File: config.mk
export PLATFORM = sky130hd
export DESIGN_NAME = sync_header_frame_deframer_flat
export DESIGN_NICKNAME = d
export VERILOG_FILES = /design/src/rtl/shfd_pkg.sv /design/src/rtl/shfd_ifs.sv /design/src/rtl/shfd_cfg_regs.sv /design/src/rtl/shfd_in_stage.sv /design/src/rtl/shfd_parser.sv /design/src/rtl/sync_header_frame_deframer.sv /design/src/flat_wrapper.sv
export VERILOG_INCLUDE_DIRS = /design/src /design/src/rtl
export SDC_FILE = /design/constraint.sdc
export NUM_CORES = 1
export LEC_CHECK = 0
export ABC_AREA = 1
export BUFFER_PORTS_ARGS = -buffer_cell sky130_fd_sc_hd__buf_2
export CAP_MARGIN = 20
export CELL_PAD_IN_SITES_DETAIL_PLACEMENT = 1
export CELL_PAD_IN_SITES_GLOBAL_PLACEMENT = 2
export CORE_MARGIN = 2
export CORE_UTILIZATION = 41
export CTS_BUF_LIST = sky130_fd_sc_hd__clkbuf_2
export CTS_CLUSTER_SIZE = 24
export DETAILED_ROUTE_END_ITERATION = 8
export PLACE_DENSITY = 0.83
export SLEW_MARGIN = 20
export SYNTH_ARGS = -nofsm -noshare
export SYNTH_HDL_FRONTEND = slang
export SYNTH_SLANG_ARGS = --single-unit
File: constraint.sdc
create_clock -name clk -period 12.5 [get_ports clk]
set_input_delay 0 -clock clk [delete_from_list [all_inputs] [get_ports clk]]
set_output_delay 0 -clock clk [all_outputs]
set_load 0.05 [all_outputs]
File: src/rtl/assert_macros.svh
// assertion macros shared by the deframer modules
`ifndef ASSERT_MACROS_SVH
`define ASSERT_MACROS_SVH

// clocked assertion, masked while rst_n is low
`define SHFD_ASSERT(label, prop, msg) \
  label: assert property (@(posedge clk) disable iff (!rst_n) prop) else $error(msg);

// clocked assertion that also holds through reset
`define SHFD_ASSERT_ALWAYS(label, prop, msg) \
  label: assert property (@(posedge clk) prop) else $error(msg);

`endif

File: src/rtl/shfd_pkg.sv
// package: constants, codes and types of the sync header frame deframer
`default_nettype none

package shfd_pkg;

  localparam int unsigned BYTE_W        = 8;
  localparam int unsigned FRAME_BYTES   = 9;
  localparam int unsigned HEADER_BYTES  = 3;
  localparam int unsigned PAYLOAD_BYTES = FRAME_BYTES - HEADER_BYTES;
  localparam int unsigned SHIFT_W       = PAYLOAD_BYTES * BYTE_W;
  localparam int unsigned CNT_W         = $clog2(PAYLOAD_BYTES + 1);
  localparam int unsigned TICK_W        = 32;
  localparam int unsigned VALUE_W       = 16;
  localparam int unsigned CFG_IDX_W     = 2;

  // reset values of the header bytes
  localparam logic [BYTE_W-1:0] SYNC_FIRST_RST  = 8'hAA;
  localparam logic [BYTE_W-1:0] SYNC_SECOND_RST = 8'hBB;
  localparam logic [BYTE_W-1:0] SYNC_THIRD_RST  = 8'hCC;

  // configuration register indexes
  localparam logic [CFG_IDX_W-1:0] CFG_SYNC_FIRST  = 2'd0;
  localparam logic [CFG_IDX_W-1:0] CFG_SYNC_SECOND = 2'd1;
  localparam logic [CFG_IDX_W-1:0] CFG_SYNC_THIRD  = 2'd2;

  // header bytes as seen by the parser
  typedef struct packed {
    logic [BYTE_W-1:0] first;
    logic [BYTE_W-1:0] second;
    logic [BYTE_W-1:0] third;
  } shfd_sync_t;

  // registered input byte handed to the parser
  typedef struct packed {
    logic              valid;
    logic [BYTE_W-1:0] data;
  } shfd_byte_t;

endpackage

`default_nettype wire

File: src/rtl/shfd_ifs.sv
// channel interfaces: input bytes, result frames, configuration writes
`default_nettype none

interface shfd_byte_if import shfd_pkg::*; ();
  logic              valid;
  logic              ready;
  logic [BYTE_W-1:0] rx_byte;

  modport source (output valid, output rx_byte, input ready);
  modport sink   (input valid, input rx_byte, output ready);
endinterface

interface shfd_frame_if import shfd_pkg::*; ();
  logic                      valid;
  logic                      ready;
  logic [TICK_W-1:0]         frame_tick;
  logic signed [VALUE_W-1:0] frame_value;

  modport source (output valid, output frame_tick, output frame_value, input ready);
  modport sink   (input valid, input frame_tick, input frame_value, output ready);
endinterface

interface shfd_cfg_if import shfd_pkg::*; ();
  logic                 valid;
  logic                 ready;
  logic [CFG_IDX_W-1:0] index;
  logic [BYTE_W-1:0]    data;

  modport source (output valid, output index, output data, input ready);
  modport sink   (input valid, input index, input data, output ready);
endinterface

`default_nettype wire

File: src/rtl/shfd_cfg_regs.sv
// header byte configuration registers
`default_nettype none

module shfd_cfg_regs import shfd_pkg::*; (
  input  wire logic                 clk,
  input  wire logic                 rst_n,
  input  wire logic                 wr_valid,
  output logic                      wr_ready,
  input  wire logic [CFG_IDX_W-1:0] wr_index,
  input  wire logic [BYTE_W-1:0]    wr_data,
  output shfd_sync_t                sync
);

  shfd_sync_t sync_r;
  shfd_sync_t sync_nxt;

  assign wr_ready = 1'b1;
  assign sync     = sync_r;

  // decode the register index, unknown indexes are dropped
  always_comb begin
    sync_nxt = sync_r;
    if (wr_valid) begin
      case (wr_index)
        CFG_SYNC_FIRST:  sync_nxt.first  = wr_data;
        CFG_SYNC_SECOND: sync_nxt.second = wr_data;
        CFG_SYNC_THIRD:  sync_nxt.third  = wr_data;
        default:         sync_nxt        = sync_r;
      endcase
    end
  end

  always_ff @(posedge clk) begin
    if (!rst_n) begin
      sync_r.first  <= SYNC_FIRST_RST;
      sync_r.second <= SYNC_SECOND_RST;
      sync_r.third  <= SYNC_THIRD_RST;
    end else begin
      sync_r <= sync_nxt;
    end
  end

endmodule

`default_nettype wire

File: src/rtl/shfd_in_stage.sv
// input register stage for received bytes
`default_nettype none
`include "assert_macros.svh"

module shfd_in_stage import shfd_pkg::*; (
  input  wire logic              clk,
  input  wire logic              rst_n,
  input  wire logic              in_valid,
  output logic                   in_ready,
  input  wire logic [BYTE_W-1:0] in_data,
  input  wire logic              advance,
  output shfd_byte_t             held
);

  logic              valid_r;
  logic [BYTE_W-1:0] byte_r;

  // take a new item when empty or when the held one moves on
  assign in_ready   = !valid_r || advance;
  assign held.valid = valid_r;
  assign held.data  = byte_r;

  always_ff @(posedge clk) begin
    if (!rst_n) begin
      valid_r <= 1'b0;
    end else if (in_ready) begin
      valid_r <= in_valid;
    end
  end

  // payload byte, no reset needed
  always_ff @(posedge clk) begin
    if (in_valid && in_ready) begin
      byte_r <= in_data;
    end
  end

  `SHFD_ASSERT(a_hold_when_stalled, (valid_r && !advance) |=> (valid_r && $stable(byte_r)), "held byte lost while stalled")

endmodule

`default_nettype wire

File: src/rtl/shfd_parser.sv
// header hunt, payload collect and result register
`default_nettype none
`include "assert_macros.svh"

module shfd_parser import shfd_pkg::*; (
  input  wire logic                 clk,
  input  wire logic                 rst_n,
  input  wire shfd_byte_t           held,
  input  wire shfd_sync_t           sync,
  output logic                      advance,
  output logic                      out_valid,
  input  wire logic                 out_ready,
  output logic [TICK_W-1:0]         out_tick,
  output logic signed [VALUE_W-1:0] out_value
);

  typedef enum logic [1:0] {
    PH_FIRST   = 2'd0,
    PH_SECOND  = 2'd1,
    PH_THIRD   = 2'd2,
    PH_PAYLOAD = 2'd3
  } phase_t;

  phase_t                    phase_r, phase_nxt;
  logic [CNT_W-1:0]          count_r, count_nxt;
  logic [SHIFT_W-1:0]        shift_r, shift_nxt;
  logic                      done;
  logic                      out_valid_r;
  logic [TICK_W-1:0]         tick_r;
  logic signed [VALUE_W-1:0] value_r;

  // the held item moves on whenever the result register can take a result
  assign advance   = !out_valid_r || out_ready;
  assign out_valid = out_valid_r;
  assign out_tick  = tick_r;
  assign out_value = value_r;

  // next state for one byte
  always_comb begin
    phase_nxt = phase_r;
    count_nxt = count_r;
    shift_nxt = shift_r;
    done      = 1'b0;
    case (phase_r)
      PH_FIRST: begin
        if (held.data == sync.first) phase_nxt = PH_SECOND;
      end
      PH_SECOND: begin
        if (held.data == sync.second) begin
          phase_nxt = PH_THIRD;
        end else begin
          phase_nxt = PH_FIRST;
          count_nxt = '0;
        end
      end
      PH_THIRD: begin
        phase_nxt = (held.data == sync.third) ? PH_PAYLOAD : PH_FIRST;
        count_nxt = '0;
      end
      PH_PAYLOAD: begin
        shift_nxt = {shift_r[SHIFT_W-BYTE_W-1:0], held.data};
        count_nxt = count_r + CNT_W'(1);
        if (count_r == CNT_W'(PAYLOAD_BYTES - 1)) begin
          done      = 1'b1;
          phase_nxt = PH_FIRST;
          count_nxt = '0;
        end
      end
      default: phase_nxt = PH_FIRST;
    endcase
  end

  // state and result valid
  always_ff @(posedge clk) begin
    if (!rst_n) begin
      phase_r     <= PH_FIRST;
      count_r     <= '0;
      out_valid_r <= 1'b0;
    end else if (advance) begin
      out_valid_r <= held.valid && done;
      if (held.valid) begin
        phase_r <= phase_nxt;
        count_r <= count_nxt;
      end
    end
  end

  // payload shift and result fields
  always_ff @(posedge clk) begin
    if (advance && held.valid) begin
      shift_r <= shift_nxt;
      if (done) begin
        tick_r  <= shift_nxt[SHIFT_W-1 -: TICK_W];
        value_r <= $signed(shift_nxt[VALUE_W-1:0]);
      end
    end
  end

  `SHFD_ASSERT(a_result_after_payload, $rose(out_valid_r) |-> ($past(phase_r) == PH_PAYLOAD), "result without payload phase")
  `SHFD_ASSERT(a_count_in_range, (phase_r == PH_PAYLOAD) |-> (count_r < CNT_W'(PAYLOAD_BYTES)), "payload count overrun")
  `SHFD_ASSERT(a_count_idle_zero, (phase_r != PH_PAYLOAD) |-> (count_r == '0), "count not cleared while hunting")

endmodule

`default_nettype wire

File: src/rtl/sync_header_frame_deframer.sv
// top level of the sync header frame deframer
//
// Bytes arrive on in_bus (valid/ready, one rx_byte per item). The block hunts
// for three header bytes, set by the cfg_bus registers (index 0, 1, 2; reset
// 0xAA, 0xBB, 0xCC), then collects six payload bytes big-endian. After the
// sixth it sends one item on out_bus: frame_tick from payload bytes one to
// four and the signed frame_value from bytes five and six. A wrong second or
// third header byte sends it back to hunting and is not tried as a first byte.
// One byte is taken every cycle while out_bus does not stall; a result passes
// through the input register, then the result register, before it leaves.
// When out_bus stalls, the held result stays and one more byte waits in the
// input register; in_bus ready falls only when both are full.
// Synchronous reset on rst_n clears the hunt state, empties both registers
// and restores the header bytes. cfg_bus is always ready; write it only while
// the block is idle.
`default_nettype none

module sync_header_frame_deframer import shfd_pkg::*; (
  input wire logic   clk,
  input wire logic   rst_n,
  shfd_byte_if.sink  in_bus,
  shfd_frame_if.source out_bus,
  shfd_cfg_if.sink   cfg_bus
);

  shfd_sync_t sync;
  shfd_byte_t held;
  logic       advance;

  // header registers
  shfd_cfg_regs u_cfg (
    .clk      (clk),
    .rst_n    (rst_n),
    .wr_valid (cfg_bus.valid),
    .wr_ready (cfg_bus.ready),
    .wr_index (cfg_bus.index),
    .wr_data  (cfg_bus.data),
    .sync     (sync)
  );

  // input register
  shfd_in_stage u_in (
    .clk      (clk),
    .rst_n    (rst_n),
    .in_valid (in_bus.valid),
    .in_ready (in_bus.ready),
    .in_data  (in_bus.rx_byte),
    .advance  (advance),
    .held     (held)
  );

  // frame parser and result register
  shfd_parser u_parse (
    .clk       (clk),
    .rst_n     (rst_n),
    .held      (held),
    .sync      (sync),
    .advance   (advance),
    .out_valid (out_bus.valid),
    .out_ready (out_bus.ready),
    .out_tick  (out_bus.frame_tick),
    .out_value (out_bus.frame_value)
  );

endmodule

`default_nettype wire

File: src/flat_wrapper.sv
// flat-port wrapper written by rule: the top's interface ports become plain ports
module sync_header_frame_deframer_flat import shfd_pkg::*;
  (clk, rst_n, in_bus_valid, in_bus_rx_byte, in_bus_ready, out_bus_valid, out_bus_frame_tick, out_bus_frame_value, out_bus_ready, cfg_bus_valid, cfg_bus_index, cfg_bus_data, cfg_bus_ready);
  shfd_byte_if in_bus_i ();
  shfd_frame_if out_bus_i ();
  shfd_cfg_if cfg_bus_i ();
  input wire logic clk;
  input wire logic rst_n;
  input wire logic [$bits(in_bus_i.valid)-1:0] in_bus_valid;
  input wire logic [$bits(in_bus_i.rx_byte)-1:0] in_bus_rx_byte;
  output wire logic [$bits(in_bus_i.ready)-1:0] in_bus_ready;
  output wire logic [$bits(out_bus_i.valid)-1:0] out_bus_valid;
  output wire logic [$bits(out_bus_i.frame_tick)-1:0] out_bus_frame_tick;
  output wire logic [$bits(out_bus_i.frame_value)-1:0] out_bus_frame_value;
  input wire logic [$bits(out_bus_i.ready)-1:0] out_bus_ready;
  input wire logic [$bits(cfg_bus_i.valid)-1:0] cfg_bus_valid;
  input wire logic [$bits(cfg_bus_i.index)-1:0] cfg_bus_index;
  input wire logic [$bits(cfg_bus_i.data)-1:0] cfg_bus_data;
  output wire logic [$bits(cfg_bus_i.ready)-1:0] cfg_bus_ready;
  assign in_bus_i.valid = in_bus_valid;
  assign in_bus_i.rx_byte = in_bus_rx_byte;
  assign in_bus_ready = in_bus_i.ready;
  assign out_bus_valid = out_bus_i.valid;
  assign out_bus_frame_tick = out_bus_i.frame_tick;
  assign out_bus_frame_value = out_bus_i.frame_value;
  assign out_bus_i.ready = out_bus_ready;
  assign cfg_bus_i.valid = cfg_bus_valid;
  assign cfg_bus_i.index = cfg_bus_index;
  assign cfg_bus_i.data = cfg_bus_data;
  assign cfg_bus_ready = cfg_bus_i.ready;
  sync_header_frame_deframer u_core (.clk(clk), .rst_n(rst_n), .in_bus(in_bus_i), .out_bus(out_bus_i), .cfg_bus(cfg_bus_i));
endmodule
==> flow_summary.toml <==
[global_route]
grt_use_total = 0.188
antenna_found_initial = 0
grt_pass1_vias = 4040
grt_pass1_wl_mm = 20.1
grt_max_degree = 61
grt_overflow_total = 0

[place]
io_buffers = 72
pre_cts_ws_ps = 9600
gp_congestion = 0.736
hpwl_mm = 7.81

[synthesis]
synthesis.area_um2 = 5270
syn-num-nets = 508
syn_inst = 485
synth_area_per_cell_um2 = 10.9
synth_seq_cells = 135
ys_types = 25
yosysSeqAreaShare = 0.710
yosysWarnings = 0

[final_layout]
multi_input_area_um2 = 1290
final_cell_mix = "nand2_1, edfxtp_1, buf_2"
layout_commonest_cell = "nand2_1"
drive_gt1_frac = 0.176
regArea_um2 = 3740
area_growth_syn_to_layout_pct = 25.9
fillers = 1423
antenna_cells = 0
nets = 639

[floorplan]
core_area_um2 = 12600
fp.dieH_um = 117
chipWidth_um = 117
dieArea_um2 = 13800
start_util = 0.419
core.rowCount = 41
pin_count = 74

[drt]
drt-total-wl_mm = 12.5
drtAntennaViolNets = 0
wl_per_cell_um = 15.6
firstDrtPassIters = 5
viasPerCell = 4.82
post-route-drc-count = 0
drtIter0Drc = 235
num_vias = 3859

[sta]
slew_headroom = 0.425
fin_tns_setup_ps = 0
rsz0062_at_grt = "no"
finalMaxSlewViolations = 0
max_freq_mhz = 409
fin_crit_sh = 0.196
finalCriticalPeriod_ps = 2450
setup_viol = 0
fin_ws_ps = 10050
finalHoldViolations = 0
worst_pin_slew_ps = 862
clock_skew_ps = 31.4

[power_and_ir_drop]
seqPwrFrac = 0.584
vdd_drop_max_mv = 0.0599
p_clk_frac = 0.366
p_leak_nw = 2.41
swShare = 0.219
p_comb_frac = 0.050
power.density_nw_per_um2 = 126
power.net_switching_mw = 0.184
p_int_mw = 0.655

[critical_path]
critPathMaxFanout = 60
r2r_end = "u_core.u_parse.phase_r[1]$_SDFFE_PN0P_"
r2r_setup_slack_ps = 10050
crit_arrival_ps = 3060
endpoint_kind = "register"
worst-endpoint-required_ps = 13110
r2r_cells = 7
cp-start-kind = "register"
path_class = "reg2reg"
r2r_start = "u_core.u_parse.phase_r[0]$_SDFFE_PN0P_"

[worst_hold_path]
worstHoldPathCells = 4
hold_end = "u_core.u_cfg.sync[9]$_SDFFE_PN1P_"
hold_path_class = "in2reg"
min_from = "cfg_bus_data[1]"

[run_status]
outcome = "completed"

[clock_network]
cts_buffer_depth = 2
path_clk_slew_ps = 180
cts_made_buffers = 17
post_cts_resized = 0
cts.sinks = 135
cts_tree = "built"
ctsRootBufferMaster = "clkbuf_2"
insertion_delay_ps = 690
h-tree-depth = 4

[run]
max_cap_violations = 0
-- per-stage QoR --
| step | util | power (mW) | hold slack, ps | instances | area [µm²] |
|---|---|---|---|---|---|
| after floorplan | - | 0.517 | 98.9 | 485 | 5270 |
| after detailed placement | 0.462 | 0.529 | 179 | 716 | 5800 |
| after CTS | 0.527 | 0.849 | 9.86 | 800 | 6620 |
| final | 0.528 | 0.839 | 145 | 801 | 6640 |
| after global routing | 0.528 | 0.873 | 58.7 | 801 | 6640 |
| after global placement | 0.462 | 0.528 | 176 | 716 | 5800 |
-- power by group through the flow --
stage	clock (mW)	combinational [mW]	sequential (mW)
2_1_floorplan	0	0.0191	0.498
3_3_place_gp	0	0.0286	0.499
3_5_place_dp	0	0.0296	0.499
4_1_cts	0.319	0.0412	0.489
5_1_grt	0.336	0.0469	0.490
6_report	0.307	0.0420	0.489
-- final cells by class --
| cell class | count | area share |
|---|---|---|
| multi-input cells | 287 | 0.195 |
| well taps | 172 | 0.0324 |
| flip-flops and latches | 135 | 0.564 |
| repair buffers | 127 | 0.136 |
| clock buffers | 18 | 0.0136 |
| clock inverters | 14 | 0.0311 |
| inverters | 48 | 0.0275 |
-- cells in the mapped netlist --
cell type  count  area share
or3_1          1      0.0012
clkinv_1       1     0.00071
nor3_1         3      0.0028
buf_4          1      0.0014
nor2_1        21       0.015
o211ai_1      11       0.016
nand2_1      169        0.12
buf_1          2      0.0014
nand2_2        1      0.0012
clkbuf_1      10      0.0071
clkinv_2       1     0.00095
conb_1         1     0.00071
xor2_1         3      0.0050
dfxtp_1       31        0.12
nor3_2         1      0.0019
xnor2_1        6       0.010
nor4_1         1      0.0012
nand3_1       13       0.012
nand3_2        1      0.0019
inv_1         46       0.033
buf_2          2      0.0019
nor3_4         1      0.0031
a21oi_1       15       0.014
edfxtp_1     104        0.59
o21ai_0       39       0.037
-- routing by layer --
layer,track usage,part of all wire,wire (µm),up-vias
li1,-,-,-,1879
met1,0.222,0.42,5290,1862
met2,0.316,0.52,6440,104
met3,0.0623,0.046,570,14
met4,0.0798,0.015,190,0
met5,0,0,0,-
-- worst max-delay path: stages, from the launching register on --
cell and delay, ps:
dfxtp_1 410, nand2_4 480, clkinv_2 650, nand2_1 260
nand2_1 110, a21oi_1 220, nand2_1 90, a21oi_1 150
-- flip-flops by register name (all words and copies together), names as in the netlist --
name	flops
u_core.u_in.valid_r	1
u_core.u_parse.phase_r	2
u_core.u_parse.out_value	16
u_core.u_parse.count_r	3
u_core.u_in.byte_r	8
u_core.u_cfg.sync	24
u_core.u_parse.shift_r	48
u_core.u_parse.out_valid	1
u_core.u_parse.out_tick	32
-- worst max-delay path by stage --
| stage | start | end | slack [ps] | cells past startpoint |
|---|---|---|---|---|
| floorplan | u_core.u_parse.out_valid$_SDFFE_PN0P_ | u_core.u_parse.out_tick[0]$_DFFE_PP_ | 7940 | 3 |
| global placement | u_core.u_parse.phase_r[0]$_SDFFE_PN0P_ | u_core.u_parse.phase_r[0]$_SDFFE_PN0P_ | 9710 | 7 |
| detailed placement | u_core.u_parse.phase_r[0]$_SDFFE_PN0P_ | u_core.u_parse.phase_r[0]$_SDFFE_PN0P_ | 9600 | 7 |
| CTS | u_core.u_parse.phase_r[0]$_SDFFE_PN0P_ | u_core.u_parse.phase_r[1]$_SDFFE_PN0P_ | 9540 | 7 |
| global route | u_core.u_parse.phase_r[0]$_SDFFE_PN0P_ | u_core.u_parse.phase_r[1]$_SDFFE_PN0P_ | 9800 | 7 |
| finish | u_core.u_parse.phase_r[0]$_SDFFE_PN0P_ | u_core.u_parse.phase_r[1]$_SDFFE_PN0P_ | 10050 | 7 |
-- repair_timing --
| item | in CTS | in global routing |
|---|---|---|
| setup endpoints to repair | 0 | 0 |
| hold endpoints to repair | 47 | 1 |
| buffers inserted | 0 | 0 |
| hold buffers | 52 | 1 |
-- logic make-up after synthesis --
family / after synthesis / share of synthesized area
xor gates and xnor gates: 9 / 0.0150
and+or+nand+nor: 212 / 0.161
buffers and inverters: 63 / 0.0463
DFF: 135 / 0.710
other: 1 / 0.000711
AOI/OAI and AO/OA: 65 / 0.0669
No activity file was read; power rests on OpenSTA's default activity.
